### src/rtl/ntc_pkg.sv
// Shared constants, types and the logarithm table for the NTC thermistor temperature core.
package ntc_pkg;

  localparam int LOG_TABLE_ENTRIES = 64;
  localparam int FRACTION_BITS     = 16;
  localparam int LOG_IDX_W         = $clog2(LOG_TABLE_ENTRIES);

  localparam int SAMPLE_W   = 13;
  localparam int SERIES_W   = 20;
  localparam int NOMRES_W   = 20;
  localparam int NOMTEMP_W  = 9;
  localparam int BETA_W     = 14;
  localparam int SUPPLY_W   = 13;
  localparam int RES_W      = 24;
  localparam int TEMP_W     = 16;
  localparam int STATUS_W   = 2;

  localparam int CFG_ADDR_W = 5;
  localparam int CFG_DATA_W = 32;
  localparam int REG_IDX_W  = 3;

  localparam int MANT_W  = 20;
  localparam int EXP_W   = $clog2(RES_W);
  localparam int LN_W    = FRACTION_BITS + 5;
  localparam int LDIFF_W = LN_W + 1;
  localparam int LN_LAT  = 4;

  localparam int RNUM_W  = SERIES_W + SAMPLE_W;
  localparam int RCMP_W  = SUPPLY_W + RES_W;

  localparam int T0C_W   = 16;
  localparam int T0F_W   = 18;
  localparam int B100_W  = 21;
  localparam int BNUM_W  = B100_W + T0C_W;
  localparam int BQ_W    = B100_W + FRACTION_BITS;
  localparam int DEN_W   = BQ_W + 2;
  localparam int PROD_W  = DEN_W;
  localparam int TNUM_W  = BNUM_W + FRACTION_BITS + 1;
  localparam int TK_W    = 16;
  localparam int TCMP_W  = TNUM_W + 1;

  localparam int PIPE_DEPTH = RES_W + TK_W + LN_LAT + 9;

  localparam int KELVIN_CENTI = 27315;
  localparam logic [RES_W-1:0]         R_MAX     = '1;
  localparam logic signed [TEMP_W-1:0] TEMP_LOW  = -16'sd5500;
  localparam logic signed [TEMP_W-1:0] TEMP_HIGH = 16'sd25000;

  typedef enum logic [REG_IDX_W-1:0] {
    REG_SERIES  = 3'd0,
    REG_NOMRES  = 3'd1,
    REG_NOMTEMP = 3'd2,
    REG_BETA    = 3'd3,
    REG_SUPPLY  = 3'd4
  } reg_idx_t;

  typedef enum logic [STATUS_W-1:0] {
    STATUS_OK          = 2'd0,
    STATUS_OVER_SUPPLY = 2'd1,
    STATUS_ZERO_VOLT   = 2'd2,
    STATUS_CLAMPED     = 2'd3
  } status_t;

  typedef struct packed {
    logic                over;
    logic                zero;
    logic                sat;
    logic [RNUM_W-1:0]   rem;
    logic [SUPPLY_W-1:0] den;
    logic [RES_W-1:0]    q;
  } rdiv_t;

  typedef struct packed {
    logic             over;
    logic             zero;
    logic [RES_W-1:0] res;
  } side_t;

  typedef struct packed {
    side_t              side;
    logic               dpos;
    logic               sat;
    logic [TNUM_W-1:0]  rem;
    logic [DEN_W-2:0]   den;
    logic [TK_W-1:0]    q;
  } tdiv_t;

  typedef struct packed {
    logic [RES_W-1:0]         res;
    logic signed [TEMP_W-1:0] temp;
    status_t                  status;
  } result_t;

  typedef longint unsigned u64_t;
  typedef logic [FRACTION_BITS-1:0] log_rom_t [0:LOG_TABLE_ENTRIES];

  // Shift-and-subtract quotient, used only while the table is built.
  function automatic u64_t div_u64(u64_t num, u64_t den);
    u64_t quo;
    u64_t rem;
    quo = '0;
    rem = '0;
    for (int i = 63; i >= 0; i--) begin
      rem = {rem[62:0], num[i]};
      if (rem >= den) begin
        rem    = rem - den;
        quo[i] = 1'b1;
      end
    end
    return quo;
  endfunction

  // Samples of ln(1 + k/N) from the series 2*atanh(k/(2N+k)), rounded half up.
  function automatic log_rom_t build_log_rom();
    log_rom_t rom;
    u64_t     z;
    u64_t     z2;
    u64_t     term;
    u64_t     sum;
    u64_t     ln30;
    for (int k = 0; k <= LOG_TABLE_ENTRIES; k++) begin
      z    = div_u64(u64_t'(k) << 30, u64_t'(2 * LOG_TABLE_ENTRIES + k));
      z2   = (z * z) >> 30;
      term = z;
      sum  = 0;
      for (int n = 1; n <= 61; n += 2) begin
        sum  = sum + div_u64(term, u64_t'(n));
        term = (term * z2) >> 30;
      end
      ln30   = 2 * sum;
      rom[k] = FRACTION_BITS'((ln30 + (u64_t'(1) << (29 - FRACTION_BITS)))
                              >> (30 - FRACTION_BITS));
    end
    return rom;
  endfunction

  localparam log_rom_t LOG_ROM = build_log_rom();

endpackage

### src/rtl/ntc_ln.sv
// Four-stage pipelined natural logarithm by table lookup with linear interpolation.
module ntc_ln (
  input  logic                     clk,
  input  logic                     en,
  input  logic [ntc_pkg::RES_W-1:0] x,
  output logic [ntc_pkg::LN_W-1:0]  ln_q
);
  import ntc_pkg::*;

  logic [EXP_W-1:0]                lead_e;
  logic [RES_W-1:0]                x_norm;
  logic [LOG_IDX_W-1:0]            idx;
  logic [LOG_IDX_W:0]              idx_hi;
  logic [FRACTION_BITS+MANT_W-1:0] interp_full;

  logic [EXP_W-1:0]         e_a_r;
  logic [MANT_W-1:0]        t_a_r;
  logic [EXP_W-1:0]         e_b_r;
  logic [FRACTION_BITS-1:0] lo_b_r;
  logic [FRACTION_BITS-1:0] diff_b_r;
  logic [MANT_W-1:0]        fr_b_r;
  logic [FRACTION_BITS-1:0] lo_c_r;
  logic [FRACTION_BITS-1:0] interp_c_r;
  logic [LN_W-1:0]          elog_c_r;
  logic [LN_W-1:0]          ln_r;

  always_comb begin
    lead_e = '0;
    for (int i = 1; i < RES_W; i++) begin
      if (x[i]) begin
        lead_e = EXP_W'(i);
      end
    end
  end

  assign x_norm      = x << (EXP_W'(RES_W - 1) - lead_e);
  assign idx         = t_a_r[MANT_W-1 -: LOG_IDX_W];
  assign idx_hi      = {1'b0, idx} + 1'b1;
  assign interp_full = diff_b_r * fr_b_r;

  always_ff @(posedge clk) begin
    if (en) begin
      e_a_r      <= lead_e;
      t_a_r      <= x_norm[RES_W-2 -: MANT_W];
      e_b_r      <= e_a_r;
      lo_b_r     <= LOG_ROM[idx];
      diff_b_r   <= LOG_ROM[idx_hi] - LOG_ROM[idx];
      fr_b_r     <= {t_a_r[MANT_W-LOG_IDX_W-1:0], {LOG_IDX_W{1'b0}}};
      lo_c_r     <= lo_b_r;
      interp_c_r <= interp_full[MANT_W +: FRACTION_BITS];
      elog_c_r   <= LN_W'(e_b_r) * LN_W'(LOG_ROM[LOG_TABLE_ENTRIES]);
      ln_r       <= elog_c_r + LN_W'(lo_c_r) + LN_W'(interp_c_r);
    end
  end

  assign ln_q = ln_r;

endmodule

### config.mk
export PLATFORM = sky130hd
export DESIGN_NAME = ntc_ln
export DESIGN_NICKNAME = d
export VERILOG_FILES = /design/src/rtl/ntc_pkg.sv /design/src/rtl/ntc_ln.sv
export SDC_FILE = /design/constraint.sdc
export NUM_CORES = 1
export LEC_CHECK = 0
export ABC_CLOCK_PERIOD_IN_PS = 7400
export BUFFER_PORTS_ARGS = -buffer_cell sky130_fd_sc_hd__buf_2
export CORE_ASPECT_RATIO = 1.4
export CORE_MARGIN = 8
export CORE_UTILIZATION = 55
export DETAILED_ROUTE_END_ITERATION = 12
export PLACE_DENSITY = 0.8
export RECOVER_POWER = 50
export SKIP_CTS_REPAIR_TIMING = 1
export SYNTH_ARGS = -nofsm -noshare
export SYNTH_HDL_FRONTEND = slang
export SYNTH_SLANG_ARGS = --single-unit
### constraint.sdc
create_clock -name clk -period 7.4 [get_ports clk]
set_input_delay 0.37 -clock clk [delete_from_list [all_inputs] [get_ports clk]]
set_output_delay 0.37 -clock clk [all_outputs]
set_load 0.05 [all_outputs]
Word level (Yosys, flattened, before mapping) --
Memory sizes are Yosys's and may differ from the RTL's. Index checks and enable logic that the tools add are counted. Widths: inputs -> output; s select.
Operators by class: magnitude comparators 2, $mul 2, bitwise logic cells 2, multiplexer cells 27, shift-type cells 1, add/sub/neg operators 5
Operator list (count):
- $mux 5 | 22
- $mux 16 | 4
- $add 21x16->21 | 2
- $mul 16x14->30 | 1
- $shl 24x5->23 | 1
- $mul 5x15->20 const B | 1
- $sub 16x16->16 | 1
- $ge 7x8->1 const B | 1
- $ge 8x8->1 const B | 1
- $not 7->8 | 1
- $add 6x1->7 const B | 1
- $not 6->7 | 1
- $sub 5x5->5 const A | 1
- $mux 1 | 1
Word-level totals: flip-flop bits (word level) 149, bits of input ports 26, word-level logic and storage cells 51, output and inout bits 21, memories 2, bits in read-only memories 4096
Memories:
- (no name shown) | depth 128, width 16, rd ports 1, clocked after Yosys merged registers in 0, write ports 0, line ntc_ln.sv:47 | diff_b_r <= LOG_ROM[idx_hi] - LOG_ROM[idx];
- (no name shown) | depth 128, width 16, rd ports 1, clocked after Yosys merged registers in 0, write ports 0, line ntc_ln.sv:47

Longest topological paths before layout --
Gate-level depths: netlist (run 1).
depth after elaboration 25, gate-level depth with buffers 25, depth with buffers taken out 24

Least setup slack after synthesis (run 1) --
OpenSTA, ideal clock, no wires.
path kind reg-to-reg, start register fr_b_r[11], end register interp_c_r[15], data pin, library setup time 0.260 ns, cell stages (with the launch flop) 25, path buffers 1, arrival time 5.747 ns, path slack 1.393 ns, clock period less this slack 6.007 ns, required time 7.140 ns, cell sequence edfxtp_1 > clkbuf_1 > nand2_1 > fa_1 > inv_1 > fa_1 > inv_1 > fa_1 > inv_1 > fa_1 > fa_1 > inv_1 > fa_1 > inv_1 > ha_1 > o21ai_0 > a21oi_1 > o21ai_0 > a31oi_1 > o2111ai_1 > a31o_2 > nand4b_1 > a41oi_1 > a21oi_1 > xnor2_1
Between the ends: cells in the longest elaborated chain, start to end 1
Ends and longest elaborated chain:
- start: declaration | line ntc_ln.sv:21 | logic [MANT_W-1:0] fr_b_r;
- start signal: assignment | line ntc_ln.sv:48 | fr_b_r <= {t_a_r[MANT_W-LOG_IDX_W-1:0], {LOG_IDX_W{1'b0}}};
- $mul 16x14->30 | line ntc_ln.sv:39 | assign interp_full = diff_b_r * fr_b_r;
- named net interp_full[35] | line ntc_ln.sv:14 | logic [FRACTION_BITS+MANT_W-1:0] interp_full;
- end signal: assignment | line ntc_ln.sv:50 | interp_c_r <= interp_full[MANT_W +: FRACTION_BITS];
- end: declaration | line ntc_ln.sv:23 | logic [FRACTION_BITS-1:0] interp_c_r;
The timed path passes the listed nets, and every way through them passes these cells. A chain may end at the register's enable or synchronous reset.

Worst setup path in the final report (run 1) --
start register diff_b_r[7], end register interp_c_r[15], data pin
Between the ends: cells in the longest elaborated chain, start to end 1
Ends and longest elaborated chain:
- start: declaration | line ntc_ln.sv:20 | logic [FRACTION_BITS-1:0] diff_b_r;
- start signal: assignment | line ntc_ln.sv:47
- $mul 16x14->30 | line ntc_ln.sv:39
- named net interp_full[35] | line ntc_ln.sv:14
The timed path passes the listed nets, and every way through them passes these cells.

==> results.json, run 1 <==
{
  "area_delta_synth_final_pct": 5.93,
  "initial_utilization_pct": 55.8,
  "core_area_sq_mm": 0.0332,
  "synth_edf_count": 149,
  "setup_viol": 0,
  "antenna_left": 0,
  "ys_types": 86,
  "via_per_inst": 6.10,
  "status": "complete, but fails checks",
  "first_global_vias": 15127,
  "finalCriticalPeriod_ps": 6850,
  "end_kind": "flip-flop",
  "boundaryPins": 47,
  "min_period_over_period_pct": 92.6,
  "cts_tree": "built",
  "final_nets": 2373,
  "hp-start": "t_a_r[1]",
  "rsz0062_at_grt": "no",
  "die_y_microns": 233,
  "htree_num_levels": 4,
  "ys_ff_latch": 149,
  "hold_path.class": "flip-flop to flip-flop",
  "critPathSlowestCell": "edfxtp_1",
  "nFillCells": 2863,
  "wl_per_cell_microns": 19.8,
  "grtUsageTotal_pct": 24.4,
  "worstPathCellList": "and2_1, fa_1, inv_1, fa_1, inv_1, fa_1, fa_1, fa_1, inv_1, fa_1, inv_1, ha_1, o211ai_1, a21oi_1, o21ai_0, a31oi_1, o2111ai_1, a31o_2, nand4b_1, a41oi_1, a21oi_1, xnor2_1",
  "syn_inst": 2008,
  "max-cap-violations": 2,
  "die-area_sq_mm": 0.0399,
  "cp-start-kind": "flip-flop",
  "crit_fanout": 14,
  "cts_sinks": 149,
  "critPathKind": "flip-flop to flip-flop",
  "synth_area_sq_mm": 0.0185,
  "hold_violations": 0,
  "ys_warn_count": 0,
  "final_max_slew_viol_count": 152,
  "critPathBufInv": 4,
  "cpPeakStageDelay_ps": 600,
  "r2r_start": "diff_b_r[7]",
  "grt_max_degree": 78,
  "io_buffers": 46,
  "cp-startpoint": "diff_b_r[7]",
  "crit_family": "adder cells",
  "clkTransAtPathRegs_ps": 70,
  "diodes": 0,
  "rows": 79,
  "root_buffer": "clkbuf_16",
  "ys_async_sr_fraction_pct": 0,
  "clock_skew_ps": 11.9,
  "drt_wl_total_microns": 48300,
  "routed-via-count": 14909,
  "antenna_found_initial": 0,
  "tightest_slew_ps": 4120,
  "syn-mean-instance-area_sq_um": 9.23,
  "fmax_ghz": 0.146,
  "violations": "max-capacitance violations, max-slew violations",
  "first_iter_violations": 1521,
  "yosysSeqAreaShare_pct": 24.1,
  "grt_pass1_wl_microns": 76900,
  "clock_path_buffers": 2,
  "firstDrtPassIters": 6,
  "slew_headroom_pct": -175,
  "die_w_microns": 171,
  "clkLatencyLatePin_ps": 440,
  "cpMostUsedCell": "fa_1",
  "cp.arrival_ps": 7040,
  "fin_tns_setup_ps": 0,
  "synth-main-ff-cell": "edfxtp_1",
  "numCtsBuffers": 17,
  "place.gp.congestion": 0.959,
  "drc_errors": 0,
  "syn_nets": 2395,
  "grt_overflow": 0,
  "critPathRequiredTime_ps": 7590,
  "drive_gt1_share_pct": 6.00,
  "dp_hpwl_microns": 37300
}
## through the flow
step / cells / hold WS [ps] / cell area (sq um) / util [%] / setup WS [ps]
floorplan: 2008 / 400 / 18500 / - / 1390
global placement: 2412 / 401 / 19100 / 57.5 / 859
detailed placement: 2412 / 405 / 19100 / 57.5 / 607
CTS: 2444 / 408 / 19700 / 59.3 / 563
global route: 2444 / 420 / 19600 / 59.1 / 193
finish: 2444 / 414 / 19600 / 59.1 / 546
## routing by layer
metal	routed length [microns]	GRT usage, %	part of all wire [%]
met5	0	0	0
met4	3010	15.4	6.2
met3	2470	3.02	5.1
met2	24700	43.4	51
met1	18100	27.4	38
## cells in the final DEF (no fill, tap or decap), drive strengths merged, types with 17 or more instances in the layout
master | netlist | routed
xnor2 | 53 | 53
a211oi | 32 | 32
a31oi | 17 | 17
a21o | 24 | 24
fa | 190 | 190
nand2 | 232 | 232
buf | 26 | 49
ha | 171 | 171
inv | 253 | 258
a311oi | 17 | 17
o211ai | 32 | 32
nand3 | 43 | 43
xor2 | 18 | 18
clkbuf | 88 | 42
o21ai | 75 | 75
and2 | 106 | 106
a21oi | 112 | 112
nor3 | 48 | 48
nor2 | 131 | 131
edfxtp | 149 | 149
## final cells by class
class / count / area [sq um] / area share, %
clock buffer: 18 / 429 / 2.19
clock inverter: 14 / 171 / 0.873
inverter: 258 / 976 / 4.97
multi-input combinational: 1487 / 12600 / 64.3
sequential: 149 / 4470 / 22.8
tap: 445 / 557 / 2.84
timing repair buffer: 73 / 402 / 2.05
## worst paths after layout
path	endpoint	cells after the start	slack, ps
min	fr_b_r[7]	0	410
min reg2reg	fr_b_r[7]	0	410
max	interp_c_r[15]	22	550
max reg2reg	interp_c_r[15]	22	550
## worst reg2reg max path, stage by stage, from the launching register on
cell and delay [ps]:
edfxtp_1 600, and2_1 280, fa_1 500, inv_1 50, fa_1 480, inv_1 60, fa_1 490, fa_1 470
fa_1 510, inv_1 50, fa_1 470, inv_1 40, ha_1 320, o211ai_1 130, a21oi_1 160, o21ai_0 210
a31oi_1 500, o2111ai_1 230, a31o_2 270, nand4b_1 210, a41oi_1 290, a21oi_1 140, xnor2_1 140
## flip-flops by register name, summed over array words and instances, names as in the netlist
name,count
ln_q,21
elog_c_r,20
t_a_r,20
diff_b_r,16
interp_c_r,16
lo_b_r,16
lo_c_r,16
fr_b_r,14
e_a_r,5
e_b_r,5
## logic make-up after synthesis
group	share of synthesized area, %
buf+inv	7.76
xor+xnor	3.40
simple gates	15.4
compound gates	15.8
fa+ha+maj	32.1
flops	24.1
mux	1.41
## cell usage after synthesis (all sizes together) (11+ instances only)
library cell / number / area (sq um)
xnor2: 53 / 472
nor2: 131 / 508
and2: 106 / 663
o211ai: 32 / 240
a311oi: 17 / 149
o21ai: 75 / 383
inv: 253 / 957
edfxtp: 149 / 4470
nand2: 232 / 871
ha: 171 / 2140
a31oi: 17 / 106
a21o: 24 / 181
fa: 190 / 3800
buf: 26 / 131
xor2: 18 / 158
nor3: 48 / 240
and3: 11 / 70.1
nand3: 43 / 215
a21oi: 112 / 576
o21bai: 12 / 93.8
a211oi: 32 / 245
clkbuf: 88 / 330
Power of run 1 is left out: the tool's default activity adds up to more than one toggle a clock period on the data nets, which glitch-free logic cannot reach.
==> inputs of run 2 (changes only) <==
--- a/config.mk
+++ b/config.mk
@@ -12,7 +12,6 @@
 export CORE_UTILIZATION = 55
 export DETAILED_ROUTE_END_ITERATION = 12
 export PLACE_DENSITY = 0.8
-export RECOVER_POWER = 50
 export SKIP_CTS_REPAIR_TIMING = 1
 export SYNTH_ARGS = -nofsm -noshare
 export SYNTH_HDL_FRONTEND = slang
==> run 2 against run 1 <==
  * Die area unchanged
  * Sequential cell count unchanged
  * First-iteration DRC count fell by 1.8%
  * The run now ends clean
  * Largest cell class unchanged
  * Fmax about the same
  * Via count is essentially flat
  * Non-clock buffer count is the same
  * Utilization is 0.17 points higher
  * Hold slack about the same
  * Critical endpoint unchanged
  * Global-route usage unchanged
  * Wire length rose by 0.13%
  * Register-to-register slack barely moved
  * Sequential share of layout area fell by 0.064 points
==> results.json, run 2 (synthesized netlist as in run 1, its figures left out) <==
{
  "final_core_util_pct": 59.3,
  "wl_per_cell_microns": 19.8,
  "root_buffer": "clkbuf_16",
  "finalCriticalPeriod_ps": 6860,
  "rsz0062_at_grt": "no",
  "routed-via-count": 14896,
  "final_nets": 2373,
  "clkTransAtPathRegs_ps": 70,
  "wl_met1_microns": 18100,
  "largest_reg_flops": 21,
  "io_buffers": 46,
  "layout_setup_ws_ps": 544,
  "die-area_sq_mm": 0.0399,
  "cp-startpoint": "diff_b_r[7]",
  "cts_tree": "built",
  "crit_fanout": 14,
  "diodes": 0,
  "place.gp.congestion": 0.959,
  "first_iter_violations": 1494,
  "setup_viol": 0,
  "antenna_left": 0,
  "fin_tns_setup_ps": 0,
  "critPathSlowestCell": "edfxtp_1",
  "clock_skew_ps": 12.3,
  "worstPathCellList": "and2_1, fa_1, inv_1, fa_1, inv_1, fa_1, fa_1, fa_1, inv_1, fa_1, inv_1, ha_1, o211ai_1, a21oi_1, o21ai_0, a31oi_1, o2111ai_1, a31o_2, nand4b_1, a41oi_1, a21oi_1, xnor2_1",
  "hold_violations": 0,
  "critPathKind": "flip-flop to flip-flop",
  "clock_path_buffers": 2,
  "final_area_sq_mm": 0.0197,
  "min_period_over_period_pct": 92.6,
  "final_common_cell": "inv_1",
  "via_per_inst": 6.09,
  "wl_met3_microns": 2410,
  "tightest_slew_ps": 948,
  "dp_hpwl_microns": 37300,
  "status": "finished clean",
  "critPathRequiredTime_ps": 7590,
  "end_kind": "flip-flop",
  "initial_utilization_pct": 55.8,
  "hp-start": "t_a_r[1]",
  "max-cap-violations": 0,
  "drt_wl_total_microns": 48300,
  "wl_met2_microns": 24700,
  "core_area_sq_mm": 0.0332,
  "grt_max_degree": 78,
  "placed_cell_area_sq_mm": 0.0191,
  "grt_pass1_wl_microns": 76900,
  "hold_path.class": "flip-flop to flip-flop",
  "cpMostUsedCell": "fa_1",
  "fmax_ghz": 0.146,
  "cts_sinks": 149,
  "boundaryPins": 47,
  "dpl_worst_slack_ps": 607,
  "first_global_vias": 15127,
  "clkLatencyLatePin_ps": 440,
  "rows": 79,
  "cpPeakStageDelay_ps": 590,
  "top_layer": "met4",
  "area_delta_synth_final_pct": 6.23,
  "firstDrtPassIters": 6,
  "cp.arrival_ps": 7040,
  "antenna_found_initial": 0,
  "r2r_start": "diff_b_r[7]",
  "grtUsageTotal_pct": 24.4,
  "final_max_slew_viol_count": 0,
  "numCtsBuffers": 17,
  "die_w_microns": 171,
  "die_y_microns": 233,
  "cp-start-kind": "flip-flop",
  "final_cell_mix": "inv_1, nand2_1, fa_1",
  "htree_num_levels": 4,
  "grt_overflow": 0,
  "slew_headroom_pct": 36.8,
  "drive_gt1_share_pct": 7.20,
  "drc_errors": 0
}
## run 2: cell count changes in the layout (fill, tap and decap cells not counted)
cell	previous run	this run
clkbuf_1	24	1
buf_2	23	45
buf_4	26	27
buf_6	0	1
clkbuf_2	1	0
o221ai_1	7	6
o221ai_4	0	1
## run 2: layer usage
metal	track usage (%)	up-vias
met2	43.4	595
li1	-	6835
met3	3.02	213
met4	15.4	0
met1	27.4	7253
met5	0	-
## run 2: worst max-delay path, delay by kind of cell, from the launching register on
kind | cells | cell delay, ps
AO/OA/AOI/OAI | 8 | 1940
XOR/XNOR | 1 | 140
flip-flops | 1 | 590
adder cells (fa/ha/maj) | 7 | 3240
buffers and inverters | 4 | 200
AND/OR/NAND/NOR | 2 | 480
## run 2: final cells by class
cell class                 count  area, sq um
fill                        2852        13500
multi-input combinational   1487        12600
sequential                   149         4470
inverter                     258          976
tap                          445          557
timing repair buffer          73          439
clock buffer                  18          429
clock inverter                14          171
## run 2: final timing paths
kind / endpoint / slack (ps) / depth (start not counted)
setup / recovery: interp_c_r[15] / 540 / 22
hold / removal: fr_b_r[7] / 410 / 0
setup reg to reg: interp_c_r[15] / 540 / 22
hold reg to reg: fr_b_r[7] / 410 / 0
## run 2: through the flow
| step | hold WS, ps | cells |
|---|---|---|
| after floorplan | 400 | 2008 |
| after global placement | 401 | 2412 |
| after detailed placement | 405 | 2412 |
| after CTS | 408 | 2444 |
| after global routing | 420 | 2444 |
| final | 414 | 2444 |
Power of run 2 is left out for the same reason.
==> inputs of run 3 (changes only) <==
--- a/config.mk
+++ b/config.mk
@@ -7,7 +7,6 @@
 export LEC_CHECK = 0
 export ABC_CLOCK_PERIOD_IN_PS = 7400
 export BUFFER_PORTS_ARGS = -buffer_cell sky130_fd_sc_hd__buf_2
-export CORE_ASPECT_RATIO = 1.4
 export CORE_MARGIN = 8
 export CORE_UTILIZATION = 55
 export DETAILED_ROUTE_END_ITERATION = 12
==> run 3 against run 2 <==
  * Utilization down 0.29 points
  * Setup slack better by 190 ps
  * Non-clock buffer count up 3
  * Via count down 0.99%
  * Hold slack worse by 1.2 ps
  * Final cell count up 0.25%
  * Critical endpoint unchanged
  * Highest routed layer unchanged
==> results.json, run 3 (synthesized netlist as in run 1, its figures left out) <==
{
  "hp-start": "en",
  "finalCriticalPeriod_ps": 6660,
  "wl_per_cell_microns": 19.1,
  "firstDrtPassIters": 5,
  "grt_pass1_wl_microns": 76900,
  "final_max_slew_viol_count": 0,
  "numCtsBuffers": 17,
  "r2r_start": "fr_b_r[11]",
  "diodes": 0,
  "die_y_microns": 200,
  "die_w_microns": 200,
  "antenna_left": 0,
  "r2r_end": "interp_c_r[15]",
  "clock_path_buffers": 2,
  "setup_viol": 0,
  "min_period_over_period_pct": 90.0,
  "initial_utilization_pct": 55.5,
  "drt_wl_total_microns": 46700,
  "drc_errors": 0,
  "first_global_vias": 14956,
  "cp-start-kind": "flip-flop",
  "area_delta_synth_final_pct": 6.20,
  "rows": 67,
  "grtUsageTotal_pct": 24.2,
  "routed-via-count": 14749,
  "die-area_sq_mm": 0.0398,
  "htree_num_levels": 4,
  "cts_tree": "built",
  "max-cap-violations": 0,
  "clkLatencyLatePin_ps": 430,
  "boundaryPins": 47,
  "dp_hpwl_microns": 36000,
  "fin_tns_setup_ps": 0,
  "reg2reg_depth": 23,
  "rsz0062_at_grt": "no",
  "core_area_sq_mm": 0.0334,
  "holdPathEnd": "elog_c_r[20]",
  "critPathRequiredTime_ps": 7580,
  "hold_path.class": "input port to flip-flop",
  "min_path_cells": 1,
  "tightest_slew_ps": 990,
  "clkTransAtPathRegs_ps": 70,
  "cts_sinks": 149,
  "status": "finished clean",
  "reg2reg_setup_slack_ps": 740,
  "final_nets": 2376,
  "final_cell_mix": "inv_1, nand2_1, fa_1",
  "antenna_found_initial": 0,
  "largest_reg_flops": 21,
  "final_common_cell": "inv_1",
  "crit_fanout": 16,
  "clock_skew_ps": 12.1,
  "hold_violations": 0,
  "grt_overflow": 0,
  "root_buffer": "clkbuf_16",
  "fmax_ghz": 0.150,
  "grt_max_degree": 83,
  "io_buffers": 46,
  "critPathKind": "flip-flop to flip-flop",
  "via_per_inst": 6.02,
  "first_iter_violations": 1390,
  "cp.arrival_ps": 6850,
  "end_kind": "flip-flop",
  "slew_headroom_pct": 34.0,
  "drive_gt1_share_pct": 7.29,
  "place.gp.congestion": 0.964
}
## run 3: cell types whose count changed in the layout (fill, tap and decap cells not counted), sizes merged
cell / previous run / this run
clkinvlp: 1 / 3
inv: 258 / 259
buf: 73 / 76
bufinv: 2 / 1
clkinv: 11 / 9
## run 3: metal layers
layer	routed length [microns]	track usage [%]	vias up
met1	19500	32.0	7061
li1	-	-	6852
met3	3990	4.28	107
met2	21900	39.8	729
met4	1300	8.09	0
met5	0	0	-
## run 3: critical path, stage by stage (launching register included)
cell	delay, ps
edfxtp_1	710
nand2_1	180
fa_1	560
inv_1	50
fa_1	500
inv_1	50
fa_1	540
inv_1	50
fa_1	450
fa_1	500
inv_1	50
fa_1	480
inv_1	40
ha_1	270
o21ai_0	80
a21oi_1	190
o21ai_0	110
a31oi_1	400
o2111ai_1	200
a31o_2	260
nand4b_1	210
a41oi_1	260
a21oi_1	120
xnor2_1	140
## run 3: through the flow
stage	instance area [sq um]	util, %	cells	hold slack (ps)	worst slack, ps
floorplan	18500	-	2008	400	1390
global placement	19100	57.3	2418	401	935
detailed placement	19100	57.3	2418	405	750
CTS	19700	59.0	2450	397	741
global route	19700	59.0	2450	412	335
finish	19700	59.0	2450	413	737
## run 3: how the worst max path moves through the flow
stage                startpoint             end
floorplan            fr_b_r[11]  interp_c_r[15]
detailed placement   fr_b_r[11]  interp_c_r[15]
global route         fr_b_r[11]  interp_c_r[15]
CTS                 diff_b_r[7]  interp_c_r[15]
finish               fr_b_r[11]  interp_c_r[15]
global placement     fr_b_r[11]  interp_c_r[15]
## run 3: cell type report
class	count	area, sq um
multi-input combinational	1487	12600
clock buffer	18	429
tap	448	561
fill	2847	13700
inverter	258	976
timing repair buffer	76	462
clock inverter	14	140
sequential	149	4470
Power of run 3 is left out for the same reason.
